==> src/hw/rtl/sjtwt_pkg.sv <==
// Shared types, codes and key selection for the sorted job table.
// No dependencies; imported by sjtwt_cell and sorted_job_table_wait_times.
package sjtwt_pkg;

    localparam int ID_W    = 8;
    localparam int BURST_W = 16;
    localparam int PRIO_W  = 8;
    localparam int KEY_W   = 16;
    localparam int WAIT_W  = 21;
    localparam logic [WAIT_W-1:0] WAIT_MAX = {WAIT_W{1'b1}};

    // Command carried in tuser of the input beat
    localparam logic CMD_INSERT = 1'b0;
    localparam logic CMD_READ   = 1'b1;

    typedef enum logic [1:0] {
        ST_OK    = 2'd0,
        ST_FULL  = 2'd1,
        ST_ENTRY = 2'd2,
        ST_EMPTY = 2'd3
    } t_status;

    // id in the lowest bits, then burst, then priority
    typedef struct packed {
        logic [PRIO_W-1:0]  prio;
        logic [BURST_W-1:0] burst;
        logic [ID_W-1:0]    id;
    } t_job;

    // Job travelling down the row of cells
    typedef struct packed {
        logic vld;
        logic disp;  // a job has been displaced: every cell below shifts
        logic mode;  // key mode in force when the insert was accepted
        t_job job;
    } t_carry;

    function automatic logic [KEY_W-1:0] key_of(input logic mode, input t_job j);
        logic [KEY_W-1:0] k;
        k = mode ? j.burst : {{(KEY_W-PRIO_W){1'b0}}, j.prio};
        return k;
    endfunction

endpackage

==> src/hw/rtl/sjtwt_cell.sv <==
// One slot of the sorted job table: holds an entry and compares it with the
// job passing by, keeping or handing on. Depends on sjtwt_pkg.
module sjtwt_cell (
    input  logic            i_clk,
    input  logic            i_rst_n,
    input  sjtwt_pkg::t_carry i_carry,
    output sjtwt_pkg::t_carry o_carry,
    output sjtwt_pkg::t_job   o_job
);
    import sjtwt_pkg::*;

    logic   r_valid, n_valid;
    t_job   r_job, n_job;
    t_carry r_carry, n_carry;
    logic   w_gt;

    assign w_gt = key_of(i_carry.mode, r_job) > key_of(i_carry.mode, i_carry.job);

    always_comb begin
        n_valid     = r_valid;
        n_job       = r_job;
        n_carry     = i_carry;
        n_carry.vld = 1'b0;
        if (i_carry.vld) begin
            if (!r_valid) begin
                // first free slot: settle here
                n_valid = 1'b1;
                n_job   = i_carry.job;
            end else if (i_carry.disp || w_gt) begin
                // take the passing job, push ours down
                n_job        = i_carry.job;
                n_carry.vld  = 1'b1;
                n_carry.disp = 1'b1;
                n_carry.job  = r_job;
            end else begin
                n_carry = i_carry;
            end
        end
    end

    always_ff @(posedge i_clk) begin
        if (!i_rst_n) begin
            r_valid     <= 1'b0;
            r_carry.vld <= 1'b0;
        end else begin
            r_valid     <= n_valid;
            r_carry.vld <= n_carry.vld;
        end
        r_carry.disp <= n_carry.disp;
        r_carry.mode <= n_carry.mode;
        r_carry.job  <= n_carry.job;
        r_job        <= n_job;
    end

    assign o_carry = r_carry;
    assign o_job   = r_job;

endmodule

==> src/hw/rtl/sorted_job_table_wait_times.sv <==
// Sorted job table with waiting times: a row of TABLE_DEPTH compare-and-shift cells
// plus a readout stage. Depends on sjtwt_pkg and sjtwt_cell.
// Insert: status beat in the cycle after acceptance, one insert per cycle while the
//   output is free and no readout runs; the job then ripples one cell per cycle.
//   Readout: taken once the row has settled; then one entry per cycle while the
//   output is free. Sync active-low reset clears count, slot valids and key mode.
module sorted_job_table_wait_times #(
    parameter int TABLE_DEPTH = 32
) (
    input  logic        i_clk,
    input  logic        i_rst_n,
    input  logic        i_cfg_we,
    input  logic        i_cfg_wdata,      // sort_key_mode
    input  logic        i_s_axis_tvalid,
    output logic        o_s_axis_tready,
    input  logic [31:0] i_s_axis_tdata,   // job_id[7:0], job_burst[23:8], job_priority[31:24]
    input  logic        i_s_axis_tuser,   // command
    output logic        o_m_axis_tvalid,
    input  logic        i_m_axis_tready,
    output logic [55:0] o_m_axis_tdata,   // out_id[7:0], out_burst[23:8], out_priority[31:24],
                                          // out_wait[52:32], zero pad[55:53]
    output logic [1:0]  o_m_axis_tuser,   // status
    output logic        o_m_axis_tlast
);
    import sjtwt_pkg::*;

    localparam int IW = $clog2(TABLE_DEPTH);
    localparam int CW = $clog2(TABLE_DEPTH + 1);

    logic              r_mode;
    logic [CW-1:0]     r_count, n_count;
    logic              r_rd_active, n_rd_active;
    logic [IW-1:0]     r_rd_idx, n_rd_idx;
    logic [WAIT_W-1:0] r_wait, n_wait;

    logic              r_m_valid, n_m_valid;
    t_status           r_m_status, n_m_status;
    t_job              r_m_job, n_m_job;
    logic [WAIT_W-1:0] r_m_wait, n_m_wait;
    logic              r_m_last, n_m_last;

    t_carry            w_carry [TABLE_DEPTH+1];
    t_job              w_job [TABLE_DEPTH];
    logic [TABLE_DEPTH-1:0] w_wave;

    logic              w_out_free, w_busy, w_full, w_acc, w_ins, w_rd, w_rd_last;
    logic [WAIT_W:0]   w_sum;
    t_job              w_rd_job;

    assign w_out_free = !r_m_valid || i_m_axis_tready;
    assign w_busy     = |w_wave;
    assign w_full     = (r_count == CW'(TABLE_DEPTH));
    assign o_s_axis_tready = w_out_free && !r_rd_active &&
                             (i_s_axis_tuser == CMD_INSERT || !w_busy);
    assign w_acc = i_s_axis_tvalid && o_s_axis_tready;
    assign w_ins = w_acc && (i_s_axis_tuser == CMD_INSERT);
    assign w_rd  = w_acc && (i_s_axis_tuser == CMD_READ);

    // job entering the head cell
    always_comb begin
        w_carry[0].vld  = w_ins && !w_full;
        w_carry[0].disp = 1'b0;
        w_carry[0].mode = r_mode;
        w_carry[0].job  = t_job'(i_s_axis_tdata);
    end

    for (genvar g = 0; g < TABLE_DEPTH; g++) begin : g_cell
        sjtwt_cell u_cell (
            .i_clk   (i_clk),
            .i_rst_n (i_rst_n),
            .i_carry (w_carry[g]),
            .o_carry (w_carry[g+1]),
            .o_job   (w_job[g])
        );
        assign w_wave[g] = w_carry[g+1].vld;
    end

    assign w_rd_job  = w_job[r_rd_idx];
    assign w_rd_last = (CW'(r_rd_idx) + CW'(1)) == r_count;
    assign w_sum     = {1'b0, r_wait} + (WAIT_W+1)'(w_rd_job.burst);

    always_comb begin
        n_count     = r_count;
        n_rd_active = r_rd_active;
        n_rd_idx    = r_rd_idx;
        n_wait      = r_wait;
        n_m_valid   = r_m_valid;
        n_m_status  = r_m_status;
        n_m_job     = r_m_job;
        n_m_wait    = r_m_wait;
        n_m_last    = r_m_last;
        priority if (w_ins) begin
            n_m_valid  = 1'b1;
            n_m_job    = '0;
            n_m_wait   = '0;
            n_m_last   = 1'b1;
            n_m_status = w_full ? ST_FULL : ST_OK;
            if (!w_full) begin
                n_count = r_count + CW'(1);
            end
        end else if (w_rd) begin
            if (r_count == '0) begin
                n_m_valid  = 1'b1;
                n_m_status = ST_EMPTY;
                n_m_job    = '0;
                n_m_wait   = '0;
                n_m_last   = 1'b1;
            end else begin
                n_m_valid   = !i_m_axis_tready && r_m_valid;
                n_rd_active = 1'b1;
                n_rd_idx    = '0;
                n_wait      = '0;
            end
        end else if (r_rd_active && w_out_free) begin
            n_m_valid  = 1'b1;
            n_m_status = ST_ENTRY;
            n_m_job    = w_rd_job;
            n_m_wait   = r_wait;
            n_m_last   = w_rd_last;
            // saturate the running sum
            n_wait     = (w_sum > (WAIT_W+1)'(WAIT_MAX)) ? WAIT_MAX : w_sum[WAIT_W-1:0];
            n_rd_idx   = r_rd_idx + IW'(1);
            if (w_rd_last) begin
                n_rd_active = 1'b0;
            end
        end else begin
            if (i_m_axis_tready) begin
                n_m_valid = 1'b0;
            end
        end
    end

    always_ff @(posedge i_clk) begin
        if (!i_rst_n) begin
            r_mode      <= 1'b0;
            r_count     <= '0;
            r_rd_active <= 1'b0;
            r_m_valid   <= 1'b0;
        end else begin
            if (i_cfg_we) begin
                r_mode <= i_cfg_wdata;
            end
            r_count     <= n_count;
            r_rd_active <= n_rd_active;
            r_m_valid   <= n_m_valid;
        end
        r_rd_idx   <= n_rd_idx;
        r_wait     <= n_wait;
        r_m_status <= n_m_status;
        r_m_job    <= n_m_job;
        r_m_wait   <= n_m_wait;
        r_m_last   <= n_m_last;
    end

    assign o_m_axis_tvalid = r_m_valid;
    assign o_m_axis_tdata  = {3'b000, r_m_wait, r_m_job};
    assign o_m_axis_tuser  = r_m_status;
    assign o_m_axis_tlast  = r_m_last;

    a_count_range: assert property (@(posedge i_clk) disable iff (!i_rst_n)
        r_count <= CW'(TABLE_DEPTH))
        else $error("entry count beyond table depth");

    a_rd_idx_range: assert property (@(posedge i_clk) disable iff (!i_rst_n)
        r_rd_active |-> (CW'(r_rd_idx) < r_count))
        else $error("readout index beyond entry count");

    a_rd_settled: assert property (@(posedge i_clk) disable iff (!i_rst_n)
        w_rd |-> !w_busy)
        else $error("readout taken while a job is still moving down the row");

    a_ins_status: assert property (@(posedge i_clk) disable iff (!i_rst_n)
        w_ins |=> (o_m_axis_tvalid && o_m_axis_tlast &&
                   (o_m_axis_tuser == ST_OK || o_m_axis_tuser == ST_FULL)))
        else $error("insert gave no status beat");

    a_full_hold: assert property (@(posedge i_clk) disable iff (!i_rst_n)
        (w_ins && w_full) |=> (r_count == $past(r_count)))
        else $error("dropped job changed the entry count");

endmodule

==> config.mk <==
export PLATFORM = sky130hd
export DESIGN_NAME = sorted_job_table_wait_times
export DESIGN_NICKNAME = d
export VERILOG_FILES = /design/src/hw/rtl/sjtwt_pkg.sv /design/src/hw/rtl/sjtwt_cell.sv /design/src/hw/rtl/sorted_job_table_wait_times.sv
export SDC_FILE = /design/constraint.sdc
export NUM_CORES = 2
export LEC_CHECK = 0
export ABC_AREA = 1
export BUFFER_PORTS_ARGS = -buffer_cell sky130_fd_sc_hd__buf_4
export CAP_MARGIN = 20
export CORE_MARGIN = 1.5
export CORE_UTILIZATION = 30
export DETAILED_ROUTE_END_ITERATION = 6
export GPL_ROUTABILITY_DRIVEN = 1
export SLEW_MARGIN = 10
export SYNTH_ARGS = -nofsm -noshare
export SYNTH_HDL_FRONTEND = slang
export SYNTH_HIERARCHICAL = 1
export SYNTH_SLANG_ARGS = --single-unit
==> constraint.sdc <==
create_clock -name i_clk -period 9.8 [get_ports i_clk]
set_input_delay 0.49 -clock i_clk [delete_from_list [all_inputs] [get_ports i_clk]]
set_output_delay 0.49 -clock i_clk [all_outputs]
set_load 0.1 [all_outputs]
=== Word-level counts from Yosys, hierarchy flattened ===
Cells that the tools add are included.
Widths: inputs -> output; s select.

* Flip-flop bits (word level): 2,233
* Logic and storage cells: 813
* Output and inout port bits: 61

* $add $sub $neg: 4
* Reductions and logical operators: 122
* Equal/unequal tests: 37
* Muxes and demuxes: 285
* Magnitude comparators: 34
* Bitwise operators: 4

{| class="wikitable"
|+ Operators by type and width
! cell !! count
|-
| $mux 32 || 102
|-
| $mux 34 || 60
|-
| $mux 16 || 64
|-
| $gt 16x16->1 || 32
|-
| $bmux 32 s5 || 1
|-
| $mux 21 || 7
|-
| $reduce_and 3->1 || 33
|-
| $reduce_and 2->1 || 36
|-
| $ne 2x2->1 const B || 33
|-
| $mux 1 || 44
|-
| $logic_or 1x1->1 || 33
|-
| $reduce_or 32->1 || 1
|-
| $add 21x16->22 || 1
|-
| $gt 22x21->1 const B || 1
|-
| $mux 5 || 3
|-
| $logic_and 1x1->1 || 8
|-
| $mux 2 || 4
|-
| $add 5x1->6 const B || 1
|-
| $add 6x1->6 const B || 1
|-
| $eq 6x6->1 || 1
|-
| $eq 6x6->1 const B || 1
|-
| $ge 6x6->1 const B || 1
|-
| $logic_not 6->1 || 1
|-
| $not 5->6 || 1
|-
| other kinds (9) || 16
|}

=== Logic depth before layout (Yosys ltp) ===
* Depth in word-level cells: 9
* Mapped depth: 24

=== Hierarchy ===
The synthesis kept the hierarchy.

{| class="wikitable"
|+ By module, submodules not included
! module !! area an instance (sq um) !! seq. area each (sq um) !! cells each !! times used
|-
| sjtwt_cell at g_cell[0].u_cell ... || 2,869.0 || 1,681.6 || 285 || 21
|-
| sjtwt_cell at g_cell[29].u_cell ... || 2,900.3 || 1,681.6 || 285 || 11
|-
| sorted_job_table_wait_times || 14,052.2 || 2,102.0 || 2,558 || 1
|}

=== Worst setup path before layout ===
OpenSTA, ideal clock, no wires.

* Path kind: register to register
* Start point: reg r_rd_idx[1]
* End point: reg r_wait[20], data pin
* Arrival: 3,076 ps
* Path slack: 6,473 ps
* Required time: 9,550 ps
* Stages on the path, launching flop included: 25
* Setup time: 250 ps
* Cells stage by stage: edfxtp_1 > buf_4 > inv_2 > buf_4 > clkbuf_1 > o21ai_0 > o221ai_1 > nand3_1 > o211ai_1 > and2_1 > ha_1 > inv_1 > fa_1 > inv_1 > nand3_1 > nand2_1 > nand2_1 > nand3_1 > nand3_1 > nand2_1 > nand2_1 > xor2_1 > nand2_1 > nand2_1 > inv_1

* Word-level cells in the longest chain between the ends: 9

{| class="wikitable"
|+ RTL lines
! item !! RTL line !! RTL
|-
| from (decl) || sorted_job_table_wait_times.sv:33 || <nowiki>logic [IW-1:0] r_rd_idx, n_rd_idx;</nowiki>
|-
| from (signal assigned) || sorted_job_table_wait_times.sv:147 || <nowiki>r_rd_idx <= n_rd_idx;</nowiki>
|-
| $not 5->6 (not written as such) * || sorted_job_table_wait_times.sv:78 || <nowiki>assign w_rd_job = w_job[r_rd_idx];</nowiki>
|-
| $bmux 32 s5 * || sorted_job_table_wait_times.sv:78 ||
|-
| $mux 32 (not written as such) * (2 in series) || sorted_job_table_wait_times.sv:78 ||
|-
| $add 21x16->22 * || sorted_job_table_wait_times.sv:80 || <nowiki>assign w_sum = {1'b0, r_wait} + (WAIT_W+1)'(w_rd_job.burst);</nowiki>
|-
| $gt 22x21->1 || sorted_job_table_wait_times.sv:121 || <nowiki>n_wait = (w_sum > (WAIT_W+1)'(WAIT_MAX)) ? WAIT_MAX : w_sum[WAIT_W-1:0];</nowiki>
|-
| $mux 21 * || sorted_job_table_wait_times.sv:121 ||
|-
| $mux 21 * || sorted_job_table_wait_times.sv:114 || <nowiki>end else if (r_rd_active && w_out_free) begin</nowiki>
|-
| $mux 21 * || sorted_job_table_wait_times.sv:101 || <nowiki>end else if (w_rd) begin</nowiki>
|-
| to (signal assigned) || sorted_job_table_wait_times.sv:148 || <nowiki>r_wait <= n_wait;</nowiki>
|-
| to (decl) || sorted_job_table_wait_times.sv:34 || <nowiki>logic [WAIT_W-1:0] r_wait, n_wait;</nowiki>
|}

Mark *: on every way between the ends. The rest lies on a longest branch, timed or not. The select of a mux whose other input is x is not followed.
A chain may end at the register's enable or synchronous reset.

=== Worst setup path in the final report ===
* Start point: reg r_rd_idx[0]
* End point: reg r_wait[20], data pin

The elaborated chain is that of the path after synthesis.

==> summary.log <==
INFO  run            cap_viol_max_count=0
INFO  power_and_ir_drop ir_drop_worst_case_vdd=0.1590mV
INFO  sta            final_min_period=5.532ns
INFO  critical_path  critical_path_s_most_frequent_cell=nand2_1
INFO  routing        initialDrtViolationCount=9570
INFO  critical_path  setup.worst_path.class=register to register
INFO  routing        avgViaCountPerCell=5.099
INFO  sta            relSlewSlack=35.47%
INFO  layout         area_growth_syn_to_layout=10.86%
INFO  sta            final-max-slew-violation-count=0
INFO  floorplanning  row_count=217
INFO  critical_path  cp_data_required_time=10.45ns
INFO  placement      buffer_ports.inserted=96
INFO  routing        detail_route.drc_violations=0
INFO  floorplanning  die-width=594.6um
INFO  layout         post_layout_nonfiller_instances=16.17k
INFO  floorplanning  number_of_top_level_pins=100
INFO  sta            post-route-worst-setup-slack=4.268ns
INFO  layout         post-route-util=33.37%
INFO  placement      place.detailed.hpwl=253900um
INFO  critical_path  cp.buffers_inverters=5
INFO  placement      place_worst_setup_slack=4.424ns
INFO  power_and_ir_drop p_per_area=184.1nW/um^2
INFO  critical_path  critical_path.slowest_cell=buf_4
INFO  sta            rsz_0062_raised_after_global_routing=false
INFO  floorplanning  die-height=594.6um
INFO  layout         layout.filler_cells=35.73k
INFO  critical_path  critical_path.cell_chain=buf_12, buf_4, o21ai_0, o221ai_1, nand3_1, o211ai_1, and2_1, ha_1, inv_1, fa_1, inv_1, nand3_1, nand2_1, nand2_1, nand3_1, nand3_1, nand2_1, nand2_1, xor2_1, nand2_1, nand2_1, inv_1
INFO  critical_path  critical-path-max-stage-delay=0.81ns
INFO  clock_tree     cts_root_buffer=clkbuf_16
INFO  routing        postRouteAntennaNets=0
INFO  synth          yosysWarningCount=6
INFO  critical_path  worst-endpoint-arrival=6.19ns
INFO  clock_tree     clock_transition_time_at_the_flip_flop_clock_pins_of_the_worst_setup_and_hold_paths=0.06ns
INFO  grt            grt_start_max_net_pins=196
INFO  run_status     status=complete, no violations
INFO  clock_tree     ctsLongestPathBuffers=4
INFO  sta            report.final.setup_viol=0
INFO  critical_path  timing.reg2reg.setup_slack=4.27ns
INFO  synth          synth.avg_cell_area=9.103um^2
INFO  grt            antenna_found_initial=17
INFO  clock_tree     post_cts_resize_count=0
INFO  sta            max_clock_freq=180.8MHz
INFO  clock_tree     worst_skew_pair.late_latency=0.94ns
INFO  layout         post_route_cells_drive_above_1_share=9.140%
INFO  critical_path  critPathLaunchType=register
INFO  layout         design.final.nets=11.95k
INFO  clock_tree     clock_sink_count=2233
INFO  grt            grt_overflow_total=0
INFO  grt            grt_pass1_vias=75.95k
INFO  clock_tree     cts_tree=yes
INFO  routing        route.detailed.wl_per_inst=21.64um
INFO  clock_tree     htree_levels=4
INFO  grt            global_route_wire_length_before_repair=514100um
INFO  sta            worst_clock_skew=0.08993ns
INFO  placement      routabilityCongestion=0.9480
INFO  worst_hold_path holdCritPathClass=primary input to register
INFO  placement      place_inst=15.71k
INFO  critical_path  crit_fanout=129
INFO  sta            timing.final.crit_share=56.45%
INFO  critical_path  path_delay_family=buffers and inverters
INFO  routing        drt-pass1-iter-count=7
INFO  power_and_ir_drop finalPower=0.02143W
INFO  critical_path  worst_setup_path_end_kind=register
INFO  sta            worst_pin_slew=0.9665ns
INFO  routing        via_count=82.46k
INFO  clock_tree     post_cts_buffers=0
INFO  floorplanning  core=348900um^2
INFO  floorplanning  initial_core_util=30.10%
INFO  synth          syn-instance-count=11.54k
INFO  power_and_ir_drop power.leakage=50.59nW
INFO  sta            finalHoldViolations=0
INFO  routing        route.final.wire_length=349900um
INFO  synth          synthesis.area=105000um^2
INFO  floorplanning  design.die.area=353600um^2
INFO  grt            global_route.usage.total=19.05%
INFO  sta            timing.setup.tns=0ns
INFO  clock_tree     numCtsBuffers=228
[placed cells by master (no fill, tap or decap), types with 49 or more instances in the layout]
cell	count
buf_4	206
clkbuf_1	49
a22oi_1	63
dfxtp_1	1181
o21ai_0	358
inv_1	612
mux2_2	256
edfxtp_1	1052
nand2_2	114
nor2_1	521
a21oi_1	405
clkbuf_16	236
ha_1	531
nand2_1	3674
nand3_1	1427
nand2_4	64
o221ai_1	92
mux2i_1	256
[power by group]
part	total [W]	internal, W	switching [W]
combinational	0.00213	0.000682	0.00145
clock	0.00886	0.00503	0.00383
sequential	0.0104	0.0101	0.000315
total	0.0214	0.0158	0.00559
[through the flow]
step	hold slack, ns	cell area [um^2]
2_1_floorplan	0.3290	105000
3_3_place_gp	0.3865	108500
3_5_place_dp	0.3897	108500
4_1_cts	0.005918	116400
5_1_grt	0.1032	116400
6_report	0.06341	116400
[final timing paths]
kind / from / to / cells after the start
min reg2reg: g_cell[30].u_cell/o_carry[6] / g_cell[31].u_cell/o_job[6] / 0
min: i_s_axis_tuser / o_m_axis_tlast / 4
max: r_rd_idx[0] / r_wait[20] / 22
max reg2reg: r_rd_idx[0] / r_wait[20] / 22
[layout make-up]
cell class                 count  area (um^2)  share of cell area (%)
antenna                        8        20.02                 0.01720
clock buffer                 319         6558                   5.633
clock inverter               101        933.4                  0.8018
inverter                     631         2386                   2.050
multi-input combinational   8031        43480                   37.35
sequential                  2233        55230                   47.45
tap                         4599         5754                   4.943
timing repair buffer         249         2047                   1.758
[worst register-to-register path: stages, from the launching register on]
cell and delay (ns):
edfxtp_1 0.50, buf_12 0.51, buf_4 0.98, o21ai_0 0.23, o221ai_1 0.23, nand3_1 0.21, o211ai_1 0.45, and2_1 0.24
ha_1 0.19, inv_1 0.10, fa_1 0.42, inv_1 0.09, nand3_1 0.07, nand2_1 0.14, nand2_1 0.07, nand3_1 0.15
nand3_1 0.09, nand2_1 0.17, nand2_1 0.10, xor2_1 0.16, nand2_1 0.07, nand2_1 0.07, inv_1 0.05
[per-layer routing]
layer / wire, um / part of all wire, % / track usage [%]
met4: 12880 / 3.7 / 6.483
met5: 72 / 0.021 / 0
met2: 146300 / 42 / 27.75
met3: 33870 / 9.7 / 3.698
met1: 156800 / 45 / 27.87
[sequential cells by signal, summed over array words and instances, names as in the netlist]
register	cells
g_cell.u_cell/o_carry	1086
g_cell.u_cell/o_job	1024
g_cell.u_cell/r_valid	32
o_m_axis_tdata	32
o_m_axis_tlast	1
o_m_axis_tuser	2
o_m_axis_tvalid	1
r_count	6
r_m_wait	21
r_mode	1
r_rd_active	1
r_rd_idx	5
r_wait	21
[repair_timing]
item	4_1_cts	5_1_grt
hold buffers	36	0
endpoints found under the setup margin	0	0
hold endpoints to repair	67	0
(Power assumes the default switching activity.)
